[src/tctb_pkg.sv]
// Shared types, op codes and constants for the text cell terminal buffer.
package tctb_pkg;

    // Op codes of a request
    localparam logic [2:0] OP_PUT_CHAR   = 3'd0;
    localparam logic [2:0] OP_SET_CURSOR = 3'd1;
    localparam logic [2:0] OP_CLEAR      = 3'd2;
    localparam logic [2:0] OP_READ_CELL  = 3'd3;
    localparam logic [2:0] OP_CAP_BEGIN  = 3'd4;
    localparam logic [2:0] OP_CAP_END    = 3'd5;

    localparam logic [7:0] NL_CHAR    = 8'd10;
    localparam logic [7:0] CR_CHAR    = 8'd13;
    localparam logic [7:0] BLANK_CHAR = 8'd32;

    // Capture buffer size limit in bytes
    localparam int CAPTURE_DEPTH = 4096;

    typedef struct packed {
        logic [2:0]         op;
        logic [7:0]         ch;
        logic signed [15:0] col;
        logic signed [15:0] row;
        logic [11:0]        capture_max;
    } req_t;

    typedef struct packed {
        logic        cap_valid;
        logic [11:0] cap_index;
        logic [7:0]  cap_byte;
        logic [7:0]  cell_char;
        logic [6:0]  cursor_col;
        logic [4:0]  cursor_row;
        logic [11:0] captured_len;
        logic        last;
    } rsp_t;

    typedef enum logic [2:0] {
        ST_INIT,
        ST_IDLE,
        ST_EXEC,
        ST_SWEEP,
        ST_RES1,
        ST_RES2
    } state_t;

    typedef struct packed {
        logic load;
        logic exec;
        logic sweep_step;
        logic out_load1;
        logic out_load2;
    } ctrl_cmd_t;

    typedef struct packed {
        logic need_sweep;
        logic sweep_last;
        logic two_results;
        logic out_free;
    } dp_status_t;

endpackage

[src/tctb_ctrl.sv]
// Controller state machine for the text cell terminal buffer.
module tctb_ctrl (
    input  logic                   clk,
    input  logic                   rst_n,
    input  logic                   req_valid,
    output logic                   req_ready,
    input  tctb_pkg::dp_status_t   st,
    output tctb_pkg::ctrl_cmd_t    cmd
);
    import tctb_pkg::*;

    state_t state_reg;
    state_t state_next;

    always_ff @(posedge clk or negedge rst_n)
    begin
        if (!rst_n)
        begin
            state_reg <= ST_INIT;
        end
        else
        begin
            state_reg <= state_next;
        end
    end

    always_comb
    begin
        state_next = state_reg;
        cmd        = '0;
        req_ready  = 1'b0;
        case (state_reg)
            ST_INIT:
            begin
                // blank the whole store after reset
                cmd.sweep_step = 1'b1;
                if (st.sweep_last)
                begin
                    state_next = ST_IDLE;
                end
            end
            ST_IDLE:
            begin
                req_ready = 1'b1;
                if (req_valid)
                begin
                    cmd.load   = 1'b1;
                    state_next = ST_EXEC;
                end
            end
            ST_EXEC:
            begin
                cmd.exec   = 1'b1;
                state_next = st.need_sweep ? ST_SWEEP : ST_RES1;
            end
            ST_SWEEP:
            begin
                cmd.sweep_step = 1'b1;
                if (st.sweep_last)
                begin
                    state_next = ST_RES1;
                end
            end
            ST_RES1:
            begin
                if (st.out_free)
                begin
                    cmd.out_load1 = 1'b1;
                    state_next    = st.two_results ? ST_RES2 : ST_IDLE;
                end
            end
            ST_RES2:
            begin
                if (st.out_free)
                begin
                    cmd.out_load2 = 1'b1;
                    state_next    = ST_IDLE;
                end
            end
            default:
            begin
                state_next = ST_INIT;
            end
        endcase
    end

endmodule

[config.mk]
export PLATFORM = sky130hd
export DESIGN_NAME = tctb_ctrl
export DESIGN_NICKNAME = d
export VERILOG_FILES = /design/src/tctb_pkg.sv /design/src/tctb_ctrl.sv
export SDC_FILE = /design/constraint.sdc
export NUM_CORES = 1
export LEC_CHECK = 0
export ABC_CLOCK_PERIOD_IN_PS = 4080
export BUFFER_PORTS_ARGS = -buffer_cell sky130_fd_sc_hd__buf_4
export CAP_MARGIN = 5
export CORE_AREA = 2 2 39 41
export DETAILED_ROUTE_END_ITERATION = 10
export DIE_AREA = 0 0 41 43
export GPL_TIMING_DRIVEN = 0
export SLEW_MARGIN = 15
export SYNTH_ARGS = -nofsm -noshare
export SYNTH_HDL_FRONTEND = slang
export SYNTH_SLANG_ARGS = --single-unit
[constraint.sdc]
create_clock -name clk -period 4.08 [get_ports clk]
set_clock_uncertainty 0.2 [all_clocks]
set_input_delay 0.408 -clock clk [delete_from_list [all_inputs] [get_ports clk]]
set_output_delay 0.408 -clock clk [all_outputs]
set_load 0.01 [all_outputs]
======== After elaboration in Yosys (flattened, before gate mapping) ========
Index checks and enable logic that the tools add are counted.
operators by class
  equal/unequal tests ..................... 10
  multiplexer cells ....................... 16
  reductions and logical operators ........ 3
operators by type and width
  cell                number
  $mux 3              7
  $pmux 3 s6          1
  $ne 2x2->1 const B  5
  $mux 1              8
  $eq 3x2->1 const B  2
  $eq 3x3->1 const B  2
  $reduce_and 5->1    1
  $eq 3x1->1 const B  1
  $logic_not 3->1     1
  $reduce_or 2->1     1
word-level totals
  register bits ........................... 3
  input bits .............................. 7
  output and inout bits ................... 6
  logic and storage cells ................. 30

======== Logic depth before layout (Yosys ltp) ========
  word-level depth ........................ 3
  gate-level depth with buffers ........... 4
  depth with buffers taken out ............ 3

======== Worst setup path before layout ========
No wires, ideal clock.
  path type ............................... register to output
  start ................................... register state_reg[1]
  end ..................................... output cmd[0] in the netlist's numbering
  arrival ................................. 1,032 ps
  data required time ...................... 3,472 ps
  setup slack ............................. 2,440 ps
  stages on the path, launching flop included .. 3
  path through ............................ dfrtp_1 > buf_2 > nor4b_1
RTL lines
  element                 RTL line         source
  from (decl)             tctb_ctrl.sv:12  state_t state_reg;
  from (signal assigned)  tctb_ctrl.sv:23  state_reg <= state_next;
  to (decl)               tctb_ctrl.sv:8   output tctb_pkg::ctrl_cmd_t cmd

==> summary.md <==
| Metric | Value |
|---|---|
| Status | completed |
| Vias after detailed routing | 312 |
| Non-Filler Instances | 65 |
| RSZ-0062 raised after global routing | false |
| Slew Viols, Final | 0 |
| Worst Hold Class | in -> reg |
| Worst-Margin Slew | 0.303 ns |
| Gate count after technology mapping | 32 |
| Multi-input gate area | 186 um^2 |
| Worst Path Arrival | 1.38 ns |
| Initial Utilization | 20.6% |
| CTS clock-pin slew for the worst setup and hold paths | 0.04 ns |
| Fmax | 0.504 GHz |
| Wire per inst | 11.1 um |
| # diodes | 0 |
| GP Congestion | 0.706 |
| Die height | 43 um |
| Async set-reset flop share out of synthesis | 100% |
| FF/Latch Area | 75.1 um^2 |
| VDD IR-drop max | 216 uV |
| Leakage power | 0.206 nW |
| Cts repair resizes | 0 |
| Required time worst endpoint | 3.47 ns |
| Core area | 1380 um^2 |
| TritonCTS Buffers | 3 |
| Die ar. | 1760 um^2 |
| Antenna violations before repair | 0 |
| Synth Flop Type | dfrtp_1 |
| Cell row count | 14 |
| Final Critical Period | 1.98 ns |
| Vias in the first global route | 297 |
| Clock root buffer | clkbuf_4 |
| Worst Path Class, Setup | reg -> out |
| Post-synthesis sequential element count | 3 |
| First-pass GRT wire length | 1.21 mm |
| Max_slew headroom | 79.8% |
| Final period util | 48.6% |
| Post-CTS Setup Repair Bufs | 0 |
| Sinks on Clock Net | 3 |
| Syn_area_per_cell | 8.91 um^2 |
| Die width | 41 um |
| CP Max Fanout | 7 |
| CTS max path bufs | 2 |
| Largest register FFs | 3 |
| Mapped cell area | 285 um^2 |
| Drt drc | 0 |
| Total global-route track usage | 10.5% |
| Layout cells sized above 1 | 36.7% |
| Area delta synth->final | 51.3% |
| Hold_ws | 0.203 ns |
| Inst Count DP | 60 |
| Crit end category | output pin |
| Pwr/cell area | 728 nW/um^2 |
| Largest net degree at the start of global routing | 11 |
| H-tree levels | 1 |
| Clock Latency Late Sink | 0.23 ns |
| Setup crit start kind | register |
| Synth warn | 0 |
| Post-synth EDFFs | 0 |
| CTS tree | done |
| Sum Neg Setup Slack | 0 ns |
| Count of port buffers added during placement | 12 |
| Starting DRT DRC Count | 8 |
| Post-DRT Antenna Nets | 0 |
| Pre-antenna DRT Iters | 4 |
| Top Ports | 13 |
| Tot Pwr | 0.314 mW |
| Final hold violation count | 0 |
| Fill cell count | 162 |
| Cts hold-fix bufs | 1 |
| Via-to-Cell Ratio | 4.80 |
| Setup-failing EPs final | 0 |
| Remaining Overflow, GRT | 0 |
| Yosys cell types | 22 |
| Syn nets | 39 |
| Max-Cap Viols | 0 |
| Sequential share of the synthesized area | 26.3% |
| Overall routed net length | 723 um |
| Fin nets | 57 |
worst paths after layout:
kind / from / end / slack, ns / cells after the start
setup / recovery: state_reg[2] / cmd[0] / 2.10 / 3
hold / removal: st[0] / state_reg[2] / 0.20 / 2
setup reg to reg: state_reg[0] / state_reg[0] / 2.65 / 4
hold reg to reg: state_reg[2] / state_reg[0] / 0.45 / 1
max in group asynchronous: rst_n / state_reg[0] / 3.29 / 2
min in group asynchronous: rst_n / state_reg[2] / 0.30 / 2
synthesized netlist by cell type (2+ instances only):
| master | instances | area (um^2) |
|---|---|---|
| nor3_1 | 2 | 10.0 |
| and3b_1 | 2 | 17.5 |
| dfrtp_1 | 3 | 75.1 |
| nand2b_1 | 3 | 18.8 |
| inv_1 | 2 | 7.51 |
| nor4b_1 | 2 | 17.5 |
| nor2b_1 | 2 | 12.5 |
| and3_1 | 2 | 12.5 |
through the flow:
stage / setup slack, ns / utilization (%) / area (um^2)
after CTS: 2.07 / 31.2 / 432
final: 2.10 / 31.2 / 432
after floorplan: 2.44 / - / 285
after global placement: 2.36 / 28.6 / 395
after global routing: 2.00 / 31.2 / 432
after detailed placement: 2.33 / 28.6 / 395
critical path, stage by stage (launching register included):
cell and delay [ns]:
dfrtp_1 0.47, inv_1 0.17, nor4b_1 0.33, buf_4 0.17
layout by cell type (no fill, tap or decap), types with 2 or more instances in the layout:
master    Yosys  routed
inv_1         2       2
nor3_1        2       2
and3_1        2       2
nand2b_1      3       3
nor4b_1       2       2
clkbuf_4      0       3
dfrtp_1       3       3
and3b_1       2       2
nor2b_1       2       2
buf_4         0      12
layer usage:
metal / global-route usage [%] / wire (um) / vias to the layer above
met5: 0 / 0 / -
met3: 5.24 / 45 / 0
li1: - / - / 159
met2: 13.4 / 349 / 7
met1: 13.6 / 328 / 146
met4: 6.00 / 0 / 0
area by class of cell:
class                           count  share of cell area, %
Clock buffer                        4                   6.09
Sequential cell                     3                   17.4
Multi-Input combinational cell     25                   43.2
Timing Repair Buffer               13                   23.2
Buffer                              2                   3.77
Tap cell                           16                   4.64
Inverter                            2                   1.74
where the power goes:
| part | total [mW] | switching, mW | internal, mW |
|---|---|---|---|
| logic | 0.198 | 0.0947 | 0.104 |
| clock network | 0.0518 | 0.0151 | 0.0366 |
| registers | 0.0642 | 0.0197 | 0.0445 |
| total | 0.314 | 0.130 | 0.185 |
cells by family (layout without fill, tap and decap cells):
| group | after synthesis | after routing | share of synthesized area, % |
|---|---|---|---|
| AND/OR/NAND/NOR | 15 | 15 | 36.8 |
| AO/OA/AOI/OAI | 9 | 9 | 25.0 |
| buffers and inverters | 4 | 21 | 8.33 |
| flip-flops | 3 | 3 | 26.3 |
| multiplexers | 1 | 1 | 3.51 |
(Power assumes the default switching activity.)
